--- src/rtl/sga_pkg.sv ---
// Shared types and constants for the SQL group aggregation block.
`timescale 1ns / 1ps

package sga_pkg;

	// Aggregate modes held in the configuration register
	localparam logic [2:0] MODE_COUNT   = 3'd0;
	localparam logic [2:0] MODE_SUM     = 3'd1;
	localparam logic [2:0] MODE_AVERAGE = 3'd2;
	localparam logic [2:0] MODE_MINIMUM = 3'd3;
	localparam logic [2:0] MODE_MAXIMUM = 3'd4;

	// Request opcodes
	localparam logic OP_ACCUMULATE = 1'b0;
	localparam logic OP_FINISH     = 1'b1;

	// Error codes
	localparam logic [1:0] ERR_NONE      = 2'd0;
	localparam logic [1:0] ERR_COUNT_OVF = 2'd1;
	localparam logic [1:0] ERR_SUM_OVF   = 2'd2;

	// Width of the integer part of the average dividend
	localparam int VALUE_W = 64;

	// Largest row count the 63-bit counter holds (the largest signed 64-bit value)
	localparam logic [62:0] ROW_TOTAL_MAX = {63{1'b1}};

	// Commands from the controller to the datapath
	typedef struct packed {
		logic acc;       // accumulate the request's row
		logic fin;       // finish the group: emit directly or start the divider
		logic div_step;  // one restoring division step
		logic div_load;  // move the divider result into the output register
	} sga_cmd_t;

	// Status from the datapath to the controller
	typedef struct packed {
		logic need_div;  // finish now would need the average divider
	} sga_status_t;

endpackage

--- src/rtl/sga_ctrl.sv ---
// Controller state machine: handshakes, divider sequencing and output valid.
`timescale 1ns / 1ps

module sga_ctrl #(
	parameter int QW = 80
) (
	input  logic                clk,
	input  logic                arst_n,
	input  logic                in_valid,
	output logic                in_ready,
	input  logic                opcode,
	output logic                out_valid,
	input  logic                out_ready,
	input  sga_pkg::sga_status_t status,
	output sga_pkg::sga_cmd_t   cmd
);
	import sga_pkg::*;

	localparam int CW = $clog2(QW);

	localparam logic [1:0] ST_IDLE = 2'd0;
	localparam logic [1:0] ST_DIV  = 2'd1;
	localparam logic [1:0] ST_DONE = 2'd2;

	logic [1:0]    state_q;
	logic [CW-1:0] step_q;
	logic          out_valid_q;
	logic          fin_ok;
	logic          acc_fire;
	logic          fin_fire;
	logic          last_step;
	logic          load_direct;

	// Rows always flow; a finish waits for a free divider and output slot
	assign fin_ok    = (state_q == ST_IDLE) && (!out_valid_q || out_ready);
	assign in_ready  = (opcode == OP_ACCUMULATE) || fin_ok;
	assign acc_fire  = in_valid && in_ready && (opcode == OP_ACCUMULATE);
	assign fin_fire  = in_valid && in_ready && (opcode == OP_FINISH);
	assign last_step = (step_q == CW'(QW - 1));

	assign load_direct = fin_fire && !status.need_div;

	always_comb begin
		cmd.acc      = acc_fire;
		cmd.fin      = fin_fire;
		cmd.div_step = (state_q == ST_DIV);
		cmd.div_load = (state_q == ST_DONE);
	end

	// Sequence the divider
	always_ff @(posedge clk or negedge arst_n) begin
		if (!arst_n) begin
			state_q <= ST_IDLE;
			step_q  <= '0;
		end else begin
			case (state_q)
				ST_IDLE: begin
					if (fin_fire && status.need_div) begin
						state_q <= ST_DIV;
						step_q  <= '0;
					end
				end
				ST_DIV: begin
					if (last_step) begin
						state_q <= ST_DONE;
					end else begin
						step_q <= step_q + CW'(1);
					end
				end
				ST_DONE: begin
					state_q <= ST_IDLE;
				end
				default: begin
					state_q <= ST_IDLE;
				end
			endcase
		end
	end

	// Hold the result valid until it is taken
	always_ff @(posedge clk or negedge arst_n) begin
		if (!arst_n) begin
			out_valid_q <= 1'b0;
		end else if (load_direct || cmd.div_load) begin
			out_valid_q <= 1'b1;
		end else if (out_ready) begin
			out_valid_q <= 1'b0;
		end
	end

	assign out_valid = out_valid_q;

endmodule

--- src/rtl/sga_dpath.sv ---
// Datapath: group accumulators, bit-serial average divider and output register.
`timescale 1ns / 1ps

module sga_dpath #(
	parameter int FRACTION_BITS = 16,
	parameter int QW            = 80
) (
	input  logic                 clk,
	input  logic                 arst_n,
	input  logic                 cfg_we,
	input  logic [2:0]           cfg_wdata,
	input  sga_pkg::sga_cmd_t    cmd,
	output sga_pkg::sga_status_t status,
	input  logic signed [63:0]   row_value,
	input  logic                 row_is_null,
	output logic signed [63:0]   result_value,
	output logic [15:0]          average_fraction,
	output logic                 result_is_null,
	output logic [1:0]           error_status
);
	import sga_pkg::*;

	localparam logic [15:0] FRAC_MASK = (FRACTION_BITS >= 16) ? 16'hFFFF :
		16'((32'd1 << FRACTION_BITS) - 32'd1);

	// Configuration and group state
	logic [2:0]         mode_q;
	logic [62:0]        row_total_q;
	logic signed [63:0] running_sum_q;
	logic signed [63:0] extremum_q;
	logic               ext_valid_q;
	logic [1:0]         sticky_q;

	// Divider state
	logic [QW-1:0]      dq_q;
	logic [62:0]        rem_q;
	logic [62:0]        dvs_q;
	logic               neg_q;
	logic [1:0]         div_err_q;

	// Output register
	logic signed [63:0] res_value_q;
	logic [15:0]        res_frac_q;
	logic               res_null_q;
	logic [1:0]         res_err_q;

	logic [2:0]         eff_mode;
	logic               take_row;
	logic signed [63:0] sum_next;
	logic               sum_ovf;
	logic               take_ext;
	logic               is_sum_mode;
	logic               is_ext_mode;
	logic [63:0]        sum_mag;
	logic [63:0]        trial;
	logic               trial_ge;
	logic [63:0]        trial_diff;
	logic [QW-1:0]      div_shift;
	logic [63:0]        quotient;
	logic signed [63:0] direct_value;
	logic               direct_null;

	// Undefined modes act as count
	assign eff_mode    = (mode_q > MODE_MAXIMUM) ? MODE_COUNT : mode_q;
	assign is_sum_mode = (eff_mode == MODE_SUM) || (eff_mode == MODE_AVERAGE);
	assign is_ext_mode = (eff_mode == MODE_MINIMUM) || (eff_mode == MODE_MAXIMUM);

	assign status.need_div = (eff_mode == MODE_AVERAGE) && (row_total_q != '0);

	// Checked add and extremum compare
	assign take_row = cmd.acc && !row_is_null && (sticky_q == ERR_NONE);
	assign sum_next = running_sum_q + row_value;
	assign sum_ovf  = (running_sum_q[63] == row_value[63]) && (sum_next[63] != row_value[63]);
	assign take_ext = !ext_valid_q ||
		((eff_mode == MODE_MINIMUM) ? (row_value < extremum_q) : (row_value > extremum_q));

	// Direct result for every finish that skips the divider
	always_comb begin
		direct_value = '0;
		direct_null  = 1'b0;
		if (eff_mode == MODE_COUNT) begin
			direct_value = signed'({1'b0, row_total_q});
		end else if (row_total_q == '0) begin
			direct_null = 1'b1;
		end else if (eff_mode == MODE_SUM) begin
			direct_value = running_sum_q;
		end else if (ext_valid_q) begin
			direct_value = extremum_q;
		end
	end

	// Write the mode register
	always_ff @(posedge clk or negedge arst_n) begin
		if (!arst_n) begin
			mode_q <= MODE_COUNT;
		end else if (cfg_we) begin
			mode_q <= cfg_wdata;
		end
	end

	// Accumulate rows; clear the group on finish
	always_ff @(posedge clk or negedge arst_n) begin
		if (!arst_n) begin
			row_total_q   <= '0;
			running_sum_q <= '0;
			extremum_q    <= '0;
			ext_valid_q   <= 1'b0;
			sticky_q      <= ERR_NONE;
		end else if (cmd.fin) begin
			row_total_q   <= '0;
			running_sum_q <= '0;
			extremum_q    <= '0;
			ext_valid_q   <= 1'b0;
			sticky_q      <= ERR_NONE;
		end else if (take_row) begin
			if (row_total_q == ROW_TOTAL_MAX) begin
				sticky_q <= ERR_COUNT_OVF;
			end else begin
				row_total_q <= row_total_q + 63'd1;
				if (is_sum_mode) begin
					if (sum_ovf) begin
						sticky_q <= ERR_SUM_OVF;
					end else begin
						running_sum_q <= sum_next;
					end
				end else if (is_ext_mode && take_ext) begin
					extremum_q  <= row_value;
					ext_valid_q <= 1'b1;
				end
			end
		end
	end

	// Restoring division step on the magnitude shifted by the fraction bits
	assign sum_mag    = running_sum_q[63] ? (64'd0 - 64'(running_sum_q)) : 64'(running_sum_q);
	assign trial      = {rem_q, dq_q[QW-1]};
	assign trial_ge   = (trial >= {1'b0, dvs_q});
	assign trial_diff = trial - {1'b0, dvs_q};
	assign div_shift  = dq_q >> FRACTION_BITS;
	assign quotient   = div_shift[63:0];

	always_ff @(posedge clk) begin
		if (cmd.fin && status.need_div) begin
			dq_q      <= QW'(sum_mag) << FRACTION_BITS;
			rem_q     <= '0;
			dvs_q     <= row_total_q;
			neg_q     <= running_sum_q[63];
			div_err_q <= sticky_q;
		end else if (cmd.div_step) begin
			dq_q  <= {dq_q[QW-2:0], trial_ge};
			rem_q <= trial_ge ? trial_diff[62:0] : trial[62:0];
		end
	end

	// Load the output register from the direct path or the divider
	always_ff @(posedge clk) begin
		if (cmd.fin && !status.need_div) begin
			res_value_q <= direct_value;
			res_frac_q  <= '0;
			res_null_q  <= direct_null;
			res_err_q   <= sticky_q;
		end else if (cmd.div_load) begin
			res_value_q <= signed'(neg_q ? (64'd0 - quotient) : quotient);
			res_frac_q  <= dq_q[15:0] & FRAC_MASK;
			res_null_q  <= 1'b0;
			res_err_q   <= div_err_q;
		end
	end

	assign result_value     = res_value_q;
	assign average_fraction = res_frac_q;
	assign result_is_null   = res_null_q;
	assign error_status     = res_err_q;

endmodule

--- src/rtl/sql_group_aggregate.sv ---
// Top level of the SQL group aggregation block.
//
//  channel   direction  handshake             payload
//  config    in         cfg_we                cfg_wdata (aggregate_mode)
//  request   in         in_valid / in_ready   opcode, row_value, row_is_null
//  result    out        out_valid / out_ready result_value, average_fraction,
//                                             result_is_null, error_status
//
// An accumulate request is always accepted, one per cycle.
// A finish in count, sum, minimum or maximum mode, or in average mode on an empty
// group, shows its result the next cycle. Otherwise an average finish runs the
// bit-serial divider: 64 + FRACTION_BITS steps and then a load into the result
// register; rows of the next group are accepted meanwhile, another finish waits.
// A finish is held while a result waits; reset clears all group state at once.
`timescale 1ns / 1ps

module sql_group_aggregate #(
	parameter int FRACTION_BITS = 16
) (
	input  logic               clk,
	input  logic               arst_n,
	input  logic               cfg_we,
	input  logic [2:0]         cfg_wdata,
	input  logic               in_valid,
	output logic               in_ready,
	input  logic               opcode,
	input  logic signed [63:0] row_value,
	input  logic               row_is_null,
	output logic               out_valid,
	input  logic               out_ready,
	output logic signed [63:0] result_value,
	output logic [15:0]        average_fraction,
	output logic               result_is_null,
	output logic [1:0]         error_status
);
	import sga_pkg::*;

	localparam int QW = VALUE_W + FRACTION_BITS;

	sga_cmd_t    cmd;
	sga_status_t status;

	sga_ctrl #(
		.QW(QW)
	) u_ctrl (
		.clk       (clk),
		.arst_n    (arst_n),
		.in_valid  (in_valid),
		.in_ready  (in_ready),
		.opcode    (opcode),
		.out_valid (out_valid),
		.out_ready (out_ready),
		.status    (status),
		.cmd       (cmd)
	);

	sga_dpath #(
		.FRACTION_BITS(FRACTION_BITS),
		.QW           (QW)
	) u_dpath (
		.clk              (clk),
		.arst_n           (arst_n),
		.cfg_we           (cfg_we),
		.cfg_wdata        (cfg_wdata),
		.cmd              (cmd),
		.status           (status),
		.row_value        (row_value),
		.row_is_null      (row_is_null),
		.result_value     (result_value),
		.average_fraction (average_fraction),
		.result_is_null   (result_is_null),
		.error_status     (error_status)
	);

endmodule

--- config.mk ---
export PLATFORM = sky130hd
export DESIGN_NAME = sql_group_aggregate
export DESIGN_NICKNAME = d
export VERILOG_FILES = /design/src/rtl/sga_pkg.sv /design/src/rtl/sga_ctrl.sv /design/src/rtl/sga_dpath.sv /design/src/rtl/sql_group_aggregate.sv
export SDC_FILE = /design/constraint.sdc
export NUM_CORES = 2
export LEC_CHECK = 0
export BUFFER_PORTS_ARGS = -buffer_cell sky130_fd_sc_hd__buf_2
export CORE_UTILIZATION = 50
export CTS_CLUSTER_DIAMETER = 60
export DETAILED_ROUTE_END_ITERATION = 6
export GPL_TIMING_DRIVEN = 0
export PLACE_DENSITY_LB_ADDON = 0.2
export RECOVER_POWER = 25
export SYNTH_ARGS = -nofsm -noshare
export SYNTH_HDL_FRONTEND = slang
export SYNTH_SLANG_ARGS = --single-unit
--- constraint.sdc ---
create_clock -name clk -period 5.63 [get_ports clk]
set_input_delay 0.563 -clock clk [delete_from_list [all_inputs] [get_ports clk]]
set_output_delay 0.563 -clock clk [all_outputs]
set_load 0.01 [all_outputs]
### After elaboration in Yosys (flattened, before gate mapping)

Index checks and enable logic that the tools add are counted.

| storage, ports and cells | value |
|---|---|
| register bits after elaboration | 499 |
| bits of input ports | 74 |
| output and inout port bits | 85 |
| logic and storage cells | 137 |

| operators by class | value |
|---|---|
| add/subtract/negate cells | 6 |
| $lt $le $gt $ge | 4 |
| equality and inequality tests | 16 |
| muxes and demuxes | 50 |
| bitwise gates (word level) | 1 |
| reduce and logical (&&, ||, !) cells | 41 |

Operators with widths:

| operator | count |
|---|---|
| $mux 64 | 18 |
| $mux 63 | 4 |
| $mux 80 | 2 |
| $sub 1x64->64 const A | 2 |
| $add 64x64->64 | 1 |
| $ge 64x63->1 | 1 |
| $gt 64x64->1 | 1 |
| $lt 64x64->1 | 1 |
| $add 63x1->63 const B | 1 |
| $eq 63x63->1 const B | 1 |
| $logic_not 63->1 | 1 |
| $reduce_bool 63->1 | 1 |
| $sub 63x63->63 | 1 |
| $mux 2 | 9 |
| $mux 7 | 2 |
| $pmux 7 s2 | 1 |
| $reduce_bool 2->1 | 7 |
| $mux 1 | 12 |
| $logic_and 1x1->1 | 11 |
| $ne 2x2->1 const B | 5 |
| $reduce_and 4->1 | 2 |
| $add 7x1->7 const B | 1 |
| $eq 7x7->1 const B | 1 |
| $eq 3x2->1 const B | 2 |
| other kinds (18) | 30 |

### Depth between registers and ports, before layout

| depth | value |
|---|---|
| depth after elaboration | 11 |
| gate-level depth with buffers | 16 |
| gate-level depth less buffers | 14 |

### Cells and area by module

From an unflattened synthesis, not the netlist that was laid out.

| unflattened totals | value |
|---|---|
| cell total of the unflattened synthesis | 3710 |
| area total of the unflattened synthesis | 33455.8 µm² |

Modules (own cells, without submodules):

| module | times used | cells each | area each (µm²) | seq. area each (µm²) |
|---|---|---|---|---|
| sga_dpath | 1 | 3651 | 32905.3 | 12747.2 |
| sga_ctrl | 1 | 59 | 550.5 | 250.2 |

### Worst setup path after synthesis

No wires, ideal clock.

| timing path | value |
|---|---|
| kind | register to register |
| start point | reg u_dpath.row_total_q[0] |
| end point | reg u_dpath.res_err_q[0], in the netlist u_dpath.error_status[0] (enable) |
| setup time | 0.427 ns |
| arrival | 3.586 ns |
| data required time | 5.203 ns |
| setup slack | 1.618 ns |
| cell stages (with the launch flop) | 12 |
| clock period less this slack | 4.012 ns |
| path through | dfrtp_1 -> inv_1 -> ha_1 -> nor4b_1 -> nand4_1 -> or4_1 -> clkbuf_1 -> nand2_1 -> nand2_1 -> clkbuf_1 -> clkbuf_1 -> nand2_1 |

| between the ends | value |
|---|---|
| cells in the longest elaborated chain, start to end | 5 |

RTL lines:

| item | line | source |
|---|---|---|
| start, declared | sga_dpath.sv:28 | `logic [62:0] row_total_q;` |
| start signal, assigned | sga_dpath.sv:119 | `row_total_q <= row_total_q + 63'd1;` |
| $reduce_bool 63->1 | sga_dpath.sv:68 | `assign status.need_div = (eff_mode == MODE_AVERAGE) && (row_total_q != '0);` |
| $logic_and 1x1->1 | sga_dpath.sv:68 |  |
| $logic_not 1->1 | sga_dpath.sv:157 | `if (cmd.fin && !status.need_div) begin` |
| $logic_and 1x1->1 | sga_dpath.sv:157 |  |
| $reduce_bool 2->1 (no source line) | - |  |
| end signal, assigned | sga_dpath.sv:161 | `res_err_q <= sticky_q;` |
| end signal, assigned | sga_dpath.sv:166 | `res_err_q <= div_err_q;` |
| end, declared | sga_dpath.sv:45 | `logic [1:0] res_err_q;` |

No other way between the ends.
A chain may end at the register's enable or synchronous reset.

### Worst setup path in the final report

| timing path | value |
|---|---|
| start point | reg u_dpath.row_total_q[51] |
| end point | reg u_dpath.dq_q[27] (enable) |

| between the ends | value |
|---|---|
| cells in the longest elaborated chain, start to end | 4 |

RTL lines:

| item | line | source |
|---|---|---|
| $reduce_bool 63->1 | sga_dpath.sv:68 |  |
| $logic_and 1x1->1 | sga_dpath.sv:68 |  |
| $logic_and 1x1->1 | sga_dpath.sv:143 | `if (cmd.fin && status.need_div) begin` |
| $reduce_bool 2->1 (no source line) | - |  |
| end signal, assigned | sga_dpath.sv:144 | `dq_q <= QW'(sum_mag) << FRACTION_BITS;` |
| end signal, assigned | sga_dpath.sv:150 | `dq_q <= {dq_q[QW-2:0], trial_ge};` |
| end, declared | sga_dpath.sv:35 | `logic [QW-1:0] dq_q;` |

No other way between the ends.

==> run summary <==
In the global route stage, overall resource usage came out at 31.25%. The area of the core region is 65750 um2. The congestion estimate from routability-driven global placement came to 0.9457. For the synthesized cell area, the log shows 33190 um2. The tools report the quantity of hold-fixing buffers added after cts as 1. The run gives 50.48% as the starting utilization of the core area. Setup repair after global routing left no endpoint under its margin. The post-route minimum period works out to 5536 ps.

The leading register cell type out of synthesis is dfrtp_1. The cell depth of the worst min-delay path works out to 2. Counting stages on the worst path, the most repeated cell is clkbuf_1.

The run gives 3824 as the number of cells produced by synthesis. Critical path capture point type: a flop. The finished cells cover 37290 um2. For the initial DRC count, the log shows 2444.

In this run the remaining antenna-violating nets after routing total 0. The share of synthesized flip-flops with an asynchronous set or reset works out to 41.48%. For this run, the number of Yosys warnings is 0. After clock tree synthesis, the setup repair step added 0 buffers. The path class of the tightest hold or removal check is input pin to flop. The tools report the leakage power figure as 15.89 nW. The netlist uses 83 different library cells.

The number of endpoints with negative hold slack in the final report is 0. Clock-pin transition on the worst setup and hold timing paths: 70 ps. The maximum net fanout on the critical path came out at 46. Number of antenna violations at the first check in global routing: 5. The number of buffers created by CTS was 61; the count of buffering cells on the critical path with inverters included was 5.

For the pin with the worst max-slew slack, the measured transition is 4052 ps. The net count of the finished layout is 4321. Critical-path cell with the highest stage delay: nor4_1.

After layout, the worst path uses 98.33% of the clock period. TritonCTS built the clock tree. The tree built by TritonCTS fans out to 499 sinks. After detailed routing, the number of vias per cell comes to 6.033. Dividing total power by cell area gives a power density of 367.5 nW/um2. The setup skew after layout was 31.61 ps. After detailed placement, the design holds a cell count of 4850. For the maximum clock insertion buffer count, the log shows 3. The register bit count reported by yosys works out to 499. The logs give 28.76k for the via count of the first global-routing pass and 64 for the final max-slew violation count. The share of Yosys cell area claimed by the top area cell type is 17.82%.

The final wirelength was 106300 um; the height of the die was 259.6 um. The first global-routing pass estimated 163200 um of wire. For the worst flop-to-flop path, the logic depth is 11.

Of all cell types, the one taking the most synthesized area is edfxtp_1. The total via count after detailed routing is 29.97k, and the number of buffers added on ports is 158. In this run the number of H-tree levels came out at 2. The critical path's largest stage delay was 840 ps. Yosys attributes the largest share of cell area to edfxtp_1 (18%), dfrtp_1 (16%), ha_1 (7.4%), dfxtp_1 (5.7%), a21oi_1 (5.7%). The critical path goes through nor4_1, nand4_1, or4_1, clkbuf_1, and2_1, nand2_1, inv_1, nor2_1, clkbuf_1, inv_2, buf_12. The logs give 6098 for the total of fill cells in the finished design and 93.82 ps for the setup slack after layout. The logs give 75 for the pin count of the biggest net entering global routing and 0.1806 GHz for the fmax. The critical path crosses 11 cells after its start point.

The floorplan step set the die width to 259.6 um. The run finished, with violations left. For the cell area reported after detailed placement, the log shows 35190 um2. For the overall overflow remaining after global route, the log shows 0. Yosys instantiated no cell more often than nand2_1. Dividing the detail-routed wire length by the instance count gives 21.40 um. Before antenna repair, the detailed router went through 5 iterations. For this run, design rule violations remaining after detail routing come to 0.

Summed over all nets, the half-perimeter wirelength after detailed placement is 83750 um. The logs give 0 for the number of endpoints failing setup at the final stage and 4968 for the non-filler instance count after layout. The clock reaches the later pin of the worst-skew pair after 650 ps. The final cell utilization of the core is 56.73%, and the number of rows in the core area is 94. In this run, synthesis inferred 197 flip-flops with an integrated enable.

In this run the tightest slew margin relative to its limit is -170.1%. The fraction of the yosys area taken by sequential cells is 39.16%, and the average instance area after synthesis is 8.679 um2. The post-cts repair resize count was 0; the area of the die was 67410 um2. The number of max-cap violations is 1. By startpoint and endpoint, the worst setup path is classified as flop to flop. The final reports fail on max-capacitance violations, max-slew violations. The post-route netlist has 7.702% of its cells at a drive strength greater than 1. The maximum vdd drop is 0.2880 mV, and the worst setup timing slack at the placement stage is 194.6 ps.

The tree is rooted in a clkbuf_16. The number of nets in the synthesized netlist is 4095. From synthesis to final layout, the design area changed by 12.37%. The run gives 5900 ps as the data arrival time of the worst path.

The family with the most delay on the worst path was simple AND/OR/NAND/NOR gates. The commonest cells after synthesis are nand2_1 (479), a21oi_1 (375), o21ai_0 (254). The worst setup path is launched from a flop. The number of top-level design ports was 159; the data required time of the worst path was 6000 ps.
-- cell families after synthesis --
family / Yosys count / share of synthesized area, %
compound gates: 1166 / 22.20
mux: 12 / 0.3732
flops: 499 / 39.16
buf+inv: 403 / 4.588
xor+xnor: 290 / 7.653
simple gates: 1257 / 18.56
fa+ha+maj: 197 / 7.472
-- cell type report --
type / instances / area [um2] / area share [%]
Antenna cell: 1 / 2.502 / 0.006710
Buffer: 228 / 869.6 / 2.332
Clock buffer: 77 / 1668 / 4.472
Clock inverter: 39 / 440.4 / 1.181
Inverter: 175 / 656.9 / 1.761
Multi-Input combinational cell: 2922 / 18680 / 50.08
Sequential cell: 499 / 13000 / 34.85
Tap cell: 864 / 1081 / 2.899
Timing Repair Buffer: 163 / 902.1 / 2.419
-- where the power goes --
| group | switching (W) | total, W | leakage [nW] | internal, W |
|---|---|---|---|---|
| logic | 0.00273 | 0.00465 | 9.52 | 0.00192 |
| clock network | 0.00170 | 0.00410 | 1.02 | 0.00241 |
| registers | 0.000728 | 0.00496 | 5.35 | 0.00423 |
-- per-stage QoR --
stage | setup TNS [ps] | hold slack [ps] | total power [W]
floorplan | 0 | 267.4 | 0.008173
global placement | -80260 | 435.7 | 0.009471
detailed placement | 0 | 445.5 | 0.009548
CTS | 0 | 127.6 | 0.01365
global route | 0 | 155.4 | 0.01450
finish | 0 | 160.7 | 0.01371
-- worst paths after layout --
path	from	slack, ps	end
setup / recovery	u_dpath.row_total_q[51]	90	u_dpath.dq_q[27]
hold / removal	cfg_wdata[1]	160	u_dpath.mode_q[1]
setup reg to reg	u_dpath.row_total_q[51]	90	u_dpath.dq_q[27]
hold reg to reg	u_dpath.average_fraction[7]	450	u_dpath.average_fraction[7]
max in group asynchronous	arst_n	1410	u_dpath.mode_q[0]
min in group asynchronous	arst_n	1910	u_dpath.sticky_q[1]
-- routing by layer --
| metal | vias up | GRT usage, % | routed length [um] |
|---|---|---|---|
| met5 | - | 0 | 25 |
| met4 | 4 | 12.97 | 4262 |
| met3 | 212 | 3.129 | 6355 |
| met2 | 1094 | 51.79 | 50030 |
| met1 | 14236 | 41.73 | 45630 |
| li1 | 14425 | - | - |
-- state kept, by name, indices dropped and copies added, names as in the netlist --
signal / count
u_dpath.dq_q: 80
u_dpath.extremum_q: 64
u_dpath.result_value: 64
u_dpath.running_sum_q: 64
u_dpath.dvs_q: 63
u_dpath.rem_q: 63
u_dpath.row_total_q: 63
u_dpath.average_fraction: 16
u_ctrl.step_q: 7
u_dpath.mode_q: 3
u_ctrl.state_q: 2
u_dpath.div_err_q: 2
u_dpath.error_status: 2
u_dpath.sticky_q: 2
u_ctrl.out_valid: 1
u_dpath.ext_valid_q: 1
u_dpath.neg_q: 1
u_dpath.result_is_null: 1
-- worst register-to-register path, delay by kind of cell, from the launching register on --
| family | cells | cell delay, ps |
|---|---|---|
| flops | 1 | 490 |
| buf+inv | 5 | 2000 |
| simple gates | 6 | 2720 |
-- layout by cell type, fill, tap and decap left out, types with 11 or more instances in the layout --
| cell | instances |
|---|---|
| a211oi_1 | 80 |
| a21o_1 | 97 |
| a21oi_1 | 375 |
| a221oi_1 | 13 |
| a22o_1 | 28 |
| a22oi_1 | 11 |
| a31oi_1 | 24 |
| and2_1 | 12 |
| and3_1 | 79 |
| buf_2 | 164 |
| clkbuf_1 | 224 |
| clkbuf_16 | 62 |
| dfrtp_1 | 207 |
| dfxtp_1 | 95 |
| edfxtp_1 | 197 |
| ha_1 | 195 |
| inv_1 | 174 |
| nand2_1 | 478 |
| nand2b_1 | 20 |
| nand3_1 | 137 |
| nand4_1 | 57 |
| nor2_1 | 191 |
| nor2b_1 | 20 |
| nor3_1 | 43 |
| nor3b_1 | 60 |
| nor4_1 | 36 |
| o211ai_1 | 15 |
| o21a_1 | 20 |
| o21ai_0 | 254 |
| o21ai_1 | 25 |
| o21bai_1 | 23 |
| o31ai_1 | 98 |
| o41ai_1 | 20 |
| or2_2 | 11 |
| or3_1 | 49 |
| or4_1 | 31 |
| xnor2_1 | 102 |
| xor2_1 | 188 |
Note: power is estimated with default switching activity, not from simulation.
